<file path="config.mk">
export PLATFORM = sky130hd
export DESIGN_NAME = lead_lag_filter_step
export DESIGN_NICKNAME = d
export VERILOG_FILES = /design/src/design/llf_pkg.sv /design/src/design/lead_lag_filter_step.sv
export SDC_FILE = /design/constraint.sdc
export NUM_CORES = 2
export LEC_CHECK = 0
export ABC_AREA = 1
export BUFFER_PORTS_ARGS = -buffer_cell sky130_fd_sc_hd__buf_2
export CELL_PAD_IN_SITES_DETAIL_PLACEMENT = 1
export CELL_PAD_IN_SITES_GLOBAL_PLACEMENT = 1
export CORE_MARGIN = 2
export CORE_UTILIZATION = 45
export CTS_CLUSTER_SIZE = 24
export DETAILED_ROUTE_END_ITERATION = 6
export PLACE_DENSITY_LB_ADDON = 0.1
export RECOVER_POWER = 50
export SYNTH_ARGS = -nofsm -noshare
export SYNTH_HDL_FRONTEND = slang
export SYNTH_SLANG_ARGS = --single-unit
export TNS_END_PERCENT = 20
</file>
<file path="constraint.sdc">
create_clock -name clk -period 18.85 [get_ports clk]
set_input_delay 2.8275 -clock clk [delete_from_list [all_inputs] [get_ports clk]]
set_output_delay 2.8275 -clock clk [all_outputs]
set_load 0.05 [all_outputs]
</file>
<file path="src/design/llf_pkg.sv">
// Shared types, constants and saturation helpers for the lead-lag filter step block.
package llf_pkg;

    localparam int DATA_W  = 32;             // Q16.16 samples and coefficients
    localparam int DT_W    = 16;             // Q0.16 time step
    localparam int FRAC_W  = 16;             // fractional bits
    localparam int IDX_W   = 3;              // configuration register index
    localparam int NUM_W   = 34;             // numerators and divisor
    localparam int QUO_W   = NUM_W + FRAC_W; // dividend and quotient magnitude
    localparam int REM_W   = NUM_W + 1;      // partial remainder
    localparam int MUL_W   = DATA_W + 1;     // multiplier operand
    localparam int PROD_W  = 64;             // kept product bits
    localparam int ACC_W   = 50;             // output accumulator
    localparam int CNT_W   = 6;              // divider step counter
    localparam int DIV_STEPS = QUO_W;        // one quotient bit per cycle

    localparam logic [IDX_W-1:0] REG_LEAD_GAIN   = 3'd0;
    localparam logic [IDX_W-1:0] REG_LEAD_OFFSET = 3'd1;
    localparam logic [IDX_W-1:0] REG_LAG_GAIN    = 3'd2;
    localparam logic [IDX_W-1:0] REG_LAG_OFFSET  = 3'd3;

    // Which coefficient / filter term the sequencer is working on
    localparam logic [1:0] TERM_A = 2'd0;    // ca, applied to the new sample
    localparam logic [1:0] TERM_B = 2'd1;    // cb, applied to the previous input
    localparam logic [1:0] TERM_C = 2'd2;    // cc, applied to the previous output

    typedef enum logic [9:0] {
        ST_IDLE   = 10'b00_0000_0001,
        ST_P2     = 10'b00_0000_0010,
        ST_P4     = 10'b00_0000_0100,
        ST_DEN    = 10'b00_0000_1000,
        ST_DLOAD  = 10'b00_0001_0000,
        ST_DIV    = 10'b00_0010_0000,
        ST_COEF   = 10'b00_0100_0000,
        ST_MULY   = 10'b00_1000_0000,
        ST_ACCY   = 10'b01_0000_0000,
        ST_FINISH = 10'b10_0000_0000
    } llf_state_t;

    localparam logic signed [ACC_W-1:0] ACC_MAX = ACC_W'(64'sh0000_0000_7FFF_FFFF);
    localparam logic signed [ACC_W-1:0] ACC_MIN = -ACC_W'(64'sh0000_0000_8000_0000);
    localparam logic [QUO_W-1:0] QMAG_POS = QUO_W'(64'h0000_0000_7FFF_FFFF);
    localparam logic [QUO_W-1:0] QMAG_NEG = QUO_W'(64'h0000_0000_8000_0000);

    // Clamp the accumulated output to the signed 32-bit range
    function automatic logic [DATA_W-1:0] sat_out(input logic signed [ACC_W-1:0] v);
        logic [DATA_W-1:0] r;
        begin
            if (v > ACC_MAX)
                r = 32'h7FFF_FFFF;
            else if (v < ACC_MIN)
                r = 32'h8000_0000;
            else
                r = v[DATA_W-1:0];
            return r;
        end
    endfunction

    // Apply the quotient sign and clamp to the signed 32-bit range
    function automatic logic [DATA_W-1:0] sat_coef(input logic neg,
                                                   input logic [QUO_W-1:0] mag);
        logic [DATA_W-1:0] r;
        logic [QUO_W-1:0]  negm;
        begin
            negm = -mag;
            if (neg)
                r = (mag > QMAG_NEG) ? 32'h8000_0000 : negm[DATA_W-1:0];
            else
                r = (mag > QMAG_POS) ? 32'h7FFF_FFFF : mag[DATA_W-1:0];
            return r;
        end
    endfunction

endpackage

</file>
<file path="src/design/lead_lag_filter_step.sv">
// Top level of the first-order lead-lag filter step with a shared multiplier and divider.
// Usage
//   Input channel (in_valid / in_ready): one beat carries a Q16.16 sample and a
//   Q0.16 time step. Output channel (out_valid / out_ready): one beat per input
//   beat carries the filter output, a stepped flag and a divisor_zero flag.
//   Configuration: write cfg_wdata to register cfg_index while cfg_we is high
//   (0 lead_gain, 1 lead_offset, 2 lag_gain, 3 lag_offset; others dropped).
//   Write only while the block is idle.
// Sequence and throughput
//   After a normal input beat the sequencer forms dt*c2, dt*c4 and the divisor on
//   the one 33x33 multiplier, runs three divisions (load, 50 restoring steps,
//   saturate) for ca, cb and cc, then forms and sums the three output terms
//   and finishes. A zero time step goes straight to finish, a zero divisor
//   right after the divisor step. One item is in flight at a time; in_ready
//   returns as out_valid rises, so no new beat is taken before the last result.
// Reset
//   rst_n clears the coefficients, the previous input and output, and out_valid.
// Stalls
//   A finished result waits in the sequencer until the output register is free;
//   in_ready stays low and the filter state holds until it moves across.
module lead_lag_filter_step (
    input  logic                               clk,
    input  logic                               rst_n,
    input  logic                               cfg_we,
    input  logic [llf_pkg::IDX_W-1:0]          cfg_index,
    input  logic [llf_pkg::DATA_W-1:0]         cfg_wdata,
    input  logic                               in_valid,
    output logic                               in_ready,
    input  logic signed [llf_pkg::DATA_W-1:0]  sample_in,
    input  logic [llf_pkg::DT_W-1:0]           time_step,
    output logic                               out_valid,
    input  logic                               out_ready,
    output logic signed [llf_pkg::DATA_W-1:0]  filtered_out,
    output logic                               stepped,
    output logic                               divisor_zero
);

    localparam int DW = llf_pkg::DATA_W;
    localparam int NW = llf_pkg::NUM_W;
    localparam int QW = llf_pkg::QUO_W;
    localparam int RW = llf_pkg::REM_W;
    localparam int MW = llf_pkg::MUL_W;
    localparam int PW = llf_pkg::PROD_W;
    localparam int AW = llf_pkg::ACC_W;
    localparam int FW = llf_pkg::FRAC_W;
    localparam int CW = llf_pkg::CNT_W;

    // Configuration registers
    logic signed [DW-1:0] lead_gain_reg, lead_offset_reg, lag_gain_reg, lag_offset_reg;

    // Filter state
    logic signed [DW-1:0] last_input_reg, last_output_reg;

    // Sequencer and working registers
    llf_pkg::llf_state_t  state_reg, state_next;
    logic [1:0]           term_reg;
    logic [CW-1:0]        cnt_reg;
    logic signed [DW-1:0] u_reg;
    logic [llf_pkg::DT_W-1:0] dt_reg;
    logic                 step_ok_reg, div_zero_reg;
    logic signed [PW-1:0] prod_reg;
    logic signed [DW-1:0] p2_reg, p4_reg;
    logic signed [NW-1:0] den_reg;
    logic                 num_neg_reg;
    logic [RW-1:0]        rem_reg;
    logic [QW-1:0]        quo_reg;
    logic signed [DW-1:0] coef_reg [3];
    logic signed [AW-1:0] acc_reg;

    // Output register
    logic                 out_valid_reg;
    logic signed [DW-1:0] out_data_reg;
    logic                 out_stepped_reg, out_dzero_reg;

    // Combinational datapath
    logic signed [MW-1:0]   mul_a, mul_b;
    logic signed [2*MW-1:0] mul_p;
    logic signed [PW-1:0]   prod_shr;
    logic signed [NW-1:0]   twice_c1, twice_c3, p2_ext, p4_ext, den_calc, num_sel;
    logic [NW-1:0]          num_abs, den_abs;
    logic [RW-1:0]          rem_sh;
    logic [RW:0]            rem_diff;
    logic                   rem_ge;
    logic                   out_free;
    logic [DW-1:0]          y_sat;

    assign in_ready     = (state_reg == llf_pkg::ST_IDLE);
    assign out_valid    = out_valid_reg;
    assign filtered_out = out_data_reg;
    assign stepped      = out_stepped_reg;
    assign divisor_zero = out_dzero_reg;
    assign out_free     = !out_valid_reg || out_ready;

    // Shared multiplier: time step products first, then the three output terms
    always_comb
    begin
        mul_a = {{(MW-llf_pkg::DT_W){1'b0}}, dt_reg};
        mul_b = MW'(lead_offset_reg);
        if (state_reg == llf_pkg::ST_P4)
            mul_b = MW'(lag_offset_reg);
        if (state_reg == llf_pkg::ST_MULY)
        begin
            mul_b = MW'(coef_reg[term_reg]);
            case (term_reg)
                llf_pkg::TERM_A: mul_a = MW'(u_reg);
                llf_pkg::TERM_B: mul_a = MW'(last_input_reg);
                default:         mul_a = MW'(last_output_reg);
            endcase
        end
    end

    assign mul_p    = mul_a * mul_b;
    assign prod_shr = prod_reg >>> FW;

    // Divisor and numerators, all 34-bit signed
    assign twice_c1 = {lead_gain_reg[DW-1], lead_gain_reg, 1'b0};
    assign twice_c3 = {lag_gain_reg[DW-1], lag_gain_reg, 1'b0};
    assign p2_ext   = NW'(p2_reg);
    assign p4_ext   = {{(NW-DW){prod_shr[DW-1]}}, prod_shr[DW-1:0]};
    assign den_calc = twice_c3 + p4_ext;

    always_comb
    begin
        case (term_reg)
            llf_pkg::TERM_A: num_sel = twice_c1 + p2_ext;
            llf_pkg::TERM_B: num_sel = p2_ext - twice_c1;
            default:         num_sel = twice_c3 - NW'(p4_reg);
        endcase
    end

    assign num_abs = num_sel[NW-1] ? NW'(-num_sel) : NW'(num_sel);
    assign den_abs = den_reg[NW-1] ? NW'(-den_reg) : NW'(den_reg);

    // One restoring division step
    assign rem_sh   = {rem_reg[RW-2:0], quo_reg[QW-1]};
    assign rem_diff = {1'b0, rem_sh} - {2'b00, den_abs};
    assign rem_ge   = !rem_diff[RW];

    assign y_sat = llf_pkg::sat_out(acc_reg);

    // Sequencer
    always_comb
    begin
        state_next = state_reg;
        unique case (state_reg)
            llf_pkg::ST_IDLE:
                if (in_valid)
                    state_next = (time_step == '0) ? llf_pkg::ST_FINISH : llf_pkg::ST_P2;
            llf_pkg::ST_P2:
                state_next = llf_pkg::ST_P4;
            llf_pkg::ST_P4:
                state_next = llf_pkg::ST_DEN;
            llf_pkg::ST_DEN:
                state_next = (den_calc == '0) ? llf_pkg::ST_FINISH : llf_pkg::ST_DLOAD;
            llf_pkg::ST_DLOAD:
                state_next = llf_pkg::ST_DIV;
            llf_pkg::ST_DIV:
                if (cnt_reg == CW'(llf_pkg::DIV_STEPS - 1))
                    state_next = llf_pkg::ST_COEF;
            llf_pkg::ST_COEF:
                state_next = (term_reg == llf_pkg::TERM_C) ? llf_pkg::ST_MULY
                                                           : llf_pkg::ST_DLOAD;
            llf_pkg::ST_MULY:
                state_next = llf_pkg::ST_ACCY;
            llf_pkg::ST_ACCY:
                state_next = (term_reg == llf_pkg::TERM_C) ? llf_pkg::ST_FINISH
                                                           : llf_pkg::ST_MULY;
            llf_pkg::ST_FINISH:
                if (out_free)
                    state_next = llf_pkg::ST_IDLE;
            default:
                state_next = llf_pkg::ST_IDLE;
        endcase
    end

    // Control state, configuration and filter state
    always_ff @(posedge clk or negedge rst_n)
    begin
        if (!rst_n)
        begin
            state_reg       <= llf_pkg::ST_IDLE;
            out_valid_reg   <= 1'b0;
            lead_gain_reg   <= '0;
            lead_offset_reg <= '0;
            lag_gain_reg    <= '0;
            lag_offset_reg  <= '0;
            last_input_reg  <= '0;
            last_output_reg <= '0;
            term_reg        <= llf_pkg::TERM_A;
            cnt_reg         <= '0;
        end
        else
        begin
            state_reg <= state_next;

            if (cfg_we)
            begin
                case (cfg_index)
                    llf_pkg::REG_LEAD_GAIN:   lead_gain_reg   <= cfg_wdata;
                    llf_pkg::REG_LEAD_OFFSET: lead_offset_reg <= cfg_wdata;
                    llf_pkg::REG_LAG_GAIN:    lag_gain_reg    <= cfg_wdata;
                    llf_pkg::REG_LAG_OFFSET:  lag_offset_reg  <= cfg_wdata;
                    default: ;
                endcase
            end

            // Load a finished result, else drop the beat once it is taken
            if (state_reg == llf_pkg::ST_FINISH && out_free)
                out_valid_reg <= 1'b1;
            else if (out_valid_reg && out_ready)
                out_valid_reg <= 1'b0;

            case (state_reg)
                llf_pkg::ST_IDLE:
                    term_reg <= llf_pkg::TERM_A;
                llf_pkg::ST_DLOAD:
                    cnt_reg <= '0;
                llf_pkg::ST_DIV:
                    cnt_reg <= cnt_reg + 1'b1;
                llf_pkg::ST_COEF:
                    term_reg <= (term_reg == llf_pkg::TERM_C) ? llf_pkg::TERM_A
                                                              : term_reg + 1'b1;
                llf_pkg::ST_ACCY:
                    term_reg <= term_reg + 1'b1;
                llf_pkg::ST_FINISH:
                    if (out_free && step_ok_reg)
                    begin
                        last_input_reg  <= u_reg;
                        last_output_reg <= y_sat;
                    end
                default: ;
            endcase
        end
    end

    // Datapath registers
    always_ff @(posedge clk)
    begin
        case (state_reg)
            llf_pkg::ST_IDLE:
                if (in_valid)
                begin
                    u_reg        <= sample_in;
                    dt_reg       <= time_step;
                    step_ok_reg  <= 1'b0;
                    div_zero_reg <= 1'b0;
                    acc_reg      <= '0;
                end
            llf_pkg::ST_P2:
                prod_reg <= mul_p[PW-1:0];
            llf_pkg::ST_P4:
            begin
                p2_reg   <= prod_shr[DW-1:0];
                prod_reg <= mul_p[PW-1:0];
            end
            llf_pkg::ST_DEN:
            begin
                p4_reg       <= prod_shr[DW-1:0];
                den_reg      <= den_calc;
                div_zero_reg <= (den_calc == '0);
                step_ok_reg  <= (den_calc != '0);
            end
            llf_pkg::ST_DLOAD:
            begin
                num_neg_reg <= num_sel[NW-1];
                rem_reg     <= '0;
                quo_reg     <= {num_abs, {FW{1'b0}}};
            end
            llf_pkg::ST_DIV:
            begin
                rem_reg <= rem_ge ? rem_diff[RW-1:0] : rem_sh;
                quo_reg <= {quo_reg[QW-2:0], rem_ge};
            end
            llf_pkg::ST_COEF:
                coef_reg[term_reg] <= llf_pkg::sat_coef(num_neg_reg ^ den_reg[NW-1], quo_reg);
            llf_pkg::ST_MULY:
                prod_reg <= mul_p[PW-1:0];
            llf_pkg::ST_ACCY:
                acc_reg <= acc_reg + {{(AW-PW+FW){prod_shr[PW-FW-1]}}, prod_shr[PW-FW-1:0]};
            llf_pkg::ST_FINISH:
                if (out_free)
                begin
                    out_data_reg    <= step_ok_reg ? y_sat : last_output_reg;
                    out_stepped_reg <= step_ok_reg;
                    out_dzero_reg   <= div_zero_reg;
                end
            default: ;
        endcase
    end

    // Checks
    a_state_onehot: assert property (@(posedge clk) disable iff (!rst_n)
        $onehot(state_reg))
        else $error("sequencer state is not one-hot");

    a_flags_exclusive: assert property (@(posedge clk) disable iff (!rst_n)
        out_valid_reg |-> !(out_stepped_reg && out_dzero_reg))
        else $error("stepped and divisor_zero both set");

    a_busy_after_beat: assert property (@(posedge clk) disable iff (!rst_n)
        (in_valid && in_ready) |=> !in_ready)
        else $error("input taken while an item is in flight");

    a_div_count: assert property (@(posedge clk) disable iff (!rst_n)
        (state_reg == llf_pkg::ST_DIV) |-> (cnt_reg < CW'(llf_pkg::DIV_STEPS)))
        else $error("divider ran past its step count");

    a_state_matches_out: assert property (@(posedge clk) disable iff (!rst_n)
        (out_valid_reg && out_stepped_reg) |-> (last_output_reg == out_data_reg))
        else $error("stored output differs from the delivered result");

endmodule
</file>
Yosys cells after proc, flatten, opt, wreduce, memory -nomap -nowiden
Memories as Yosys holds them, arrays and structs flattened.
Cells that the tools add are included.
Widths: inputs -> output; s select.
{ "word_totals": {"inputBits": 88, "memories": 1, "ramBits": 96, "word_cells": 126, "out_inout_bits": 36, "register_bits": 592} }
{ "memory_table": {"columns": ["memory", "words", "width", "read_ports", "rd_clocked_by_memory_dff", "wr", "line_no", "source"], "rows": [
  ["coef_reg", 3, 32, 1, 0, 1, "lead_lag_filter_step.sv:67", "logic signed [DW-1:0] coef_reg [3];"]
]} }
{ "op_classes": {"bitwise": 1, "eq_ne": 19, "n_reduce_logical": 27, "n_mux": 37, "n_addsub": 11, "order_cmp": 4, "n_mul": 1} }
{ "ops": {"columns": ["operator", "count"], "rows": [
  ["$mux 32", 7],
  ["$pmux 50 s2", 2],
  ["$pmux 34 s2", 2],
  ["$mux 34", 3],
  ["$gt 50x32->1 const B", 2],
  ["$pmux 10 s10", 1],
  ["$mux 33", 3],
  ["$add 33x32->34", 2],
  ["$neg 34->34", 2],
  ["$pmux 33 s2", 1],
  ["$mul 33x33->64", 1],
  ["$mux 10", 6],
  ["$add 50x50->50", 1],
  ["$gt 50x31->1 const B", 1],
  ["$lt 50x32->1 const B", 1],
  ["$mux 50", 1],
  ["$sub 35x34->36", 1],
  ["$logic_not 34->1", 1],
  ["$reduce_bool 34->1", 1],
  ["$sub 32x33->34", 1],
  ["$sub 33x32->34", 1],
  ["$neg 32->32", 1],
  ["$reduce_and 2->1", 9],
  ["$logic_not 16->1", 1],
  ["other kinds (34)", 48]
]} }

Depth between registers and ports, before layout
{ "logic_depth": {"ltp_word": 5, "ltp_mapped": 46, "depth_no_buf": 39} }

Worst setup path after synthesis
No wires, ideal clock.
{ "synth_timing": {"path_kind": "reg-to-reg", "startpoint": "register term_reg[0]", "endpoint": "register prod_reg[63] (data pin)", "setup_slack_ns": 9.308, "t_required_ns": 18.589, "path_stages_with_launch": 35, "t_arrival_ns": 9.281, "n_path_buf": 7, "synth_period_minus_slack_ns": 9.542, "path_cell_list": "dfrtp_1 buf_2 inv_2 clkbuf_1 buf_1 ha_1 nor2_2 buf_6 buf_6 buf_4 a21oi_1 nor2_1 inv_2 clkbuf_1 nor2_1 fa_1 fa_1 fa_1 inv_1 fa_1 inv_1 fa_1 fa_1 fa_1 inv_1 fa_1 inv_1 ha_1 a21oi_1 o21ai_0 a21oi_1 o21ai_0 a2111oi_0 nand2_1 xor2_1"} }
{ "synth_between": {"elab_chain_len": 4} }
{ "synth_lines": {"columns": ["item", "line_no", "source"], "rows": [
  ["from (decl)", "lead_lag_filter_step.sv:56", "logic [1:0] term_reg;"],
  ["from (signal assigned)", "lead_lag_filter_step.sv:189", "term_reg <= llf_pkg::TERM_A;"],
  ["from (signal assigned)", "lead_lag_filter_step.sv:215", "term_reg <= llf_pkg::TERM_A;"],
  ["from (signal assigned)", "lead_lag_filter_step.sv:221", "term_reg <= (term_reg == llf_pkg::TERM_C) ? llf_pkg::TERM_A"],
  ["$eq 2x1->1 / $logic_not 2->1 (equally long branches)", "lead_lag_filter_step.sv:104", "case (term_reg)"],
  ["$pmux 33 s2", "lead_lag_filter_step.sv:104", null],
  ["$mux 33", "lead_lag_filter_step.sv:101", "if (state_reg == llf_pkg::ST_MULY)"],
  ["$mul 33x33->64 *", "lead_lag_filter_step.sv:112", "assign mul_p = mul_a * mul_b;"],
  ["via mul_p[63]", "lead_lag_filter_step.sv:77", "logic signed [2*MW-1:0] mul_p;"],
  ["to (signal assigned)", "lead_lag_filter_step.sv:250", "prod_reg <= mul_p[PW-1:0];"],
  ["to (signal assigned)", "lead_lag_filter_step.sv:254", "prod_reg <= mul_p[PW-1:0];"],
  ["to (signal assigned)", "lead_lag_filter_step.sv:277", "prod_reg <= mul_p[PW-1:0];"],
  ["to (decl)", "lead_lag_filter_step.sv:61", "logic signed [PW-1:0] prod_reg;"]
]} }
The timed path passes the listed nets; every way through them passes the cells marked *.
A chain may end at the register's enable or synchronous reset.

Worst setup path after layout
{ "layout_timing": {"startpoint": "register state_reg[7]", "endpoint": "register prod_reg[63] (data pin)"} }
{ "layout_between": {"elab_chain_len": 4} }
{ "layout_lines": {"columns": ["item", "line_no", "source"], "rows": [
  ["from (decl)", "lead_lag_filter_step.sv:55", "llf_pkg::llf_state_t state_reg, state_next;"],
  ["from (signal assigned)", "lead_lag_filter_step.sv:181", "state_reg <= llf_pkg::ST_IDLE;"],
  ["from (signal assigned)", "lead_lag_filter_step.sv:194", "state_reg <= state_next;"],
  ["$eq 10x3->1", "lead_lag_filter_step.sv:99", "if (state_reg == llf_pkg::ST_P4)"],
  ["$mux 33", "lead_lag_filter_step.sv:99", null],
  ["$mux 33", "lead_lag_filter_step.sv:101", null],
  ["$mul 33x33->64 *", "lead_lag_filter_step.sv:112", null],
  ["via mul_p[63]", "lead_lag_filter_step.sv:77", null]
]} }
Marked as above.

==> flow_summary.toml <==
[worst_setup_path]
crit_buf_inv = 9
start_kind = "flip-flop"
cpMostUsedCell = "fa_1"
endpoint_kind = "flip-flop"
cp.arrival_ns = 15.08
worstPathRequired_ns = 19.31
cp_slowest_stage_delay_ns = 2.13
slowest_stage = "clkbuf_1"
cp_max_fo = 48
cp_top_family = "buffers and inverters"
worstSetupPathType = "reg2reg"

[synth]
syn_area_um2 = 77370
synth_area_leaders = "fa_1 (29%), edfxtp_1 (18%), inv_1 (9.1%)"
synth_ff_type = "edfxtp_1"
synth_edf_count = 460
yosys.area.top_type = "fa_1"
seq_area_frac_synth_pct = 24.68
synthDistinctLibCells = 71
synth.ff_latch_count = 671
synth_area_per_cell_um2 = 8.339
synth_cells = 9277
yosys_warnings = 0
synth.top_cell.area_share_pct = 28.70
async_flop_share_pct = 31.45
synth.net_count = 10870

[placement]
portBuffers = 123
globalplace.congestion = 0.9846
place_hpwl_um = 255900

[flow_run]
cap_violations = 20

[drt]
vias = 65980
wire_per_inst_um = 27.21
ant_nets = 0
drtPass1Iterations = 7
drt_iter0_markers = 5011
route.detailed.drc = 0
routed_wl_um = 317500
viasPerCell = 5.656

[clock_network]
cts_tree = "done"
clk_pin_slew_ns = 0.06
clock-sinks = 671
htree_num_levels = 3
cts_buffers = 83
cts.repair.resized = 0
ctsLongestPathBuffers = 3
cts_root_buf = "clkbuf_16"
cts_hold_buf = 0
post_cts_buffers = 0
clk_latency_ns = 0.75

[global_routing]
grt_max_degree = 107
antenna_found_initial = 19
first_global_vias = 71070
gr-total-overflow = 0
gr-usage-all-layers_pct = 36.52
grt_pass1_wl_um = 466000

[run_status]
violations = "max-capacitance violations, max-slew violations"
status = "finished with violations"

[sta]
slew_headroom_pct = -270.3
rsz0062_at_grt = "no"
fin_skew_ns = 0.08993
worst_pin_slew_ns = 5.554
post-route-period-util_pct = 77.58
setup_tns_ns = 0
min_period_ns = 14.62
slew_violations = 836
finalHoldViolations = 0
fmax_mhz = 68.38
setup_viol = 0

[floorplanning]
initial_core_util_pct = 45.20
dieArea_um2 = 175300
io_pins = 124
die_w_um = 418.6
rows = 152
fp.dieH_um = 418.6
coreArea_um2 = 171200

[min_path]
min_path_type = "reg2reg"

[cells_and_area]
final_common_cell = "inv_1"
largest_register_ffs = 96
drive_above_1_share_pct = 4.745
area_growth_pct = 8.080
nets = 10950
layout_common_cells = "inv_1 (1872), nand2_1 (1821), fa_1 (1108)"
nFillCells = 20570
[cells in the mapped netlist, drive strengths merged (150+ instances only)]
master and count:
clkbuf 222, o21ai 619, inv 1881, nand3 272, xor2 150, dfrtp 210
a21oi 429, edfxtp 460, nor2 1080, fa 1109, ha 395, nand2 1825
[path summary, 6_finish.rpt]
check / end / cells after the start / start / slack (ns)
worst max-delay path: prod_reg[63] / 36 / state_reg[7] / 4.23
min in group asynchronous: lag_gain_reg[25] / 1 / rst_n / 4.15
worst min register to register: lag_offset_reg[2] / 2 / lag_offset_reg[2] / 0.48
worst min-delay path: lag_offset_reg[2] / 2 / lag_offset_reg[2] / 0.48
worst max register to register: prod_reg[63] / 36 / state_reg[7] / 4.23
max in group asynchronous: lag_offset_reg[5] / 1 / rst_n / 11.53
[per-stage QoR]
step | setup WS [ns] | instances | hold WS [ns] | utilization (%) | cell area (µm²)
5_1_grt | 3.639 | 11660 | 0.5129 | 48.84 | 83590
3_3_place_gp | 7.435 | 11500 | 0.4655 | 47.28 | 80930
4_1_cts | 7.217 | 11650 | 0.4836 | 48.94 | 83770
6_report | 4.227 | 11670 | 0.4833 | 48.85 | 83620
2_1_floorplan | 9.308 | 9277 | 0.4003 | - | 77370
3_5_place_dp | 7.180 | 11500 | 0.4679 | 47.28 | 80930
[layout make-up]
cell class              instances  area (µm²)  share of cell area (%)
clock buffers                 109        2311                   2.764
flip-flops and latches        671       19090                   22.84
diodes                         11       27.53                 0.03292
well taps                    2233        2794                   3.341
multi-input cells            6447       50250                   60.10
repair buffers                252        1481                   1.772
clock inverters                44       530.5                  0.6345
inverters                    1898        7128                   8.525
[worst min-delay path: stages (launching register included)]
cell and delay [ns]:
dfrtp_1 0.34, nand2_1 0.05, o21ai_0 0.06
[per-layer routing]
| layer | routed length, µm | vias to the layer above | global-route usage (%) | part of all wire (%) |
|---|---|---|---|---|
| li1 | - | 29010 | - | - |
| met3 | 20490 | 665 | 6.157 | 6.5 |
| met2 | 150800 | 2082 | 60.48 | 48 |
| met4 | 21170 | 8 | 20.49 | 6.7 |
| met1 | 124900 | 34220 | 45.30 | 39 |
| met5 | 48 | - | 0 | 0.015 |
[cells by family after synthesis]
| group | count (synthesis) | share of synthesized area [%] |
|---|---|---|
| AOI/OAI and AO/OA | 1271 | 9.032 |
| xor gates and xnor gates | 226 | 2.559 |
| buffers and inverters | 2159 | 10.55 |
| DFF | 671 | 24.68 |
| adders and majority gates | 1504 | 35.08 |
| and+or+nand+nor | 3446 | 18.09 |
Power is not shown: default switching activity piles up to over one toggle a cycle in this logic, so the estimate is an artifact.
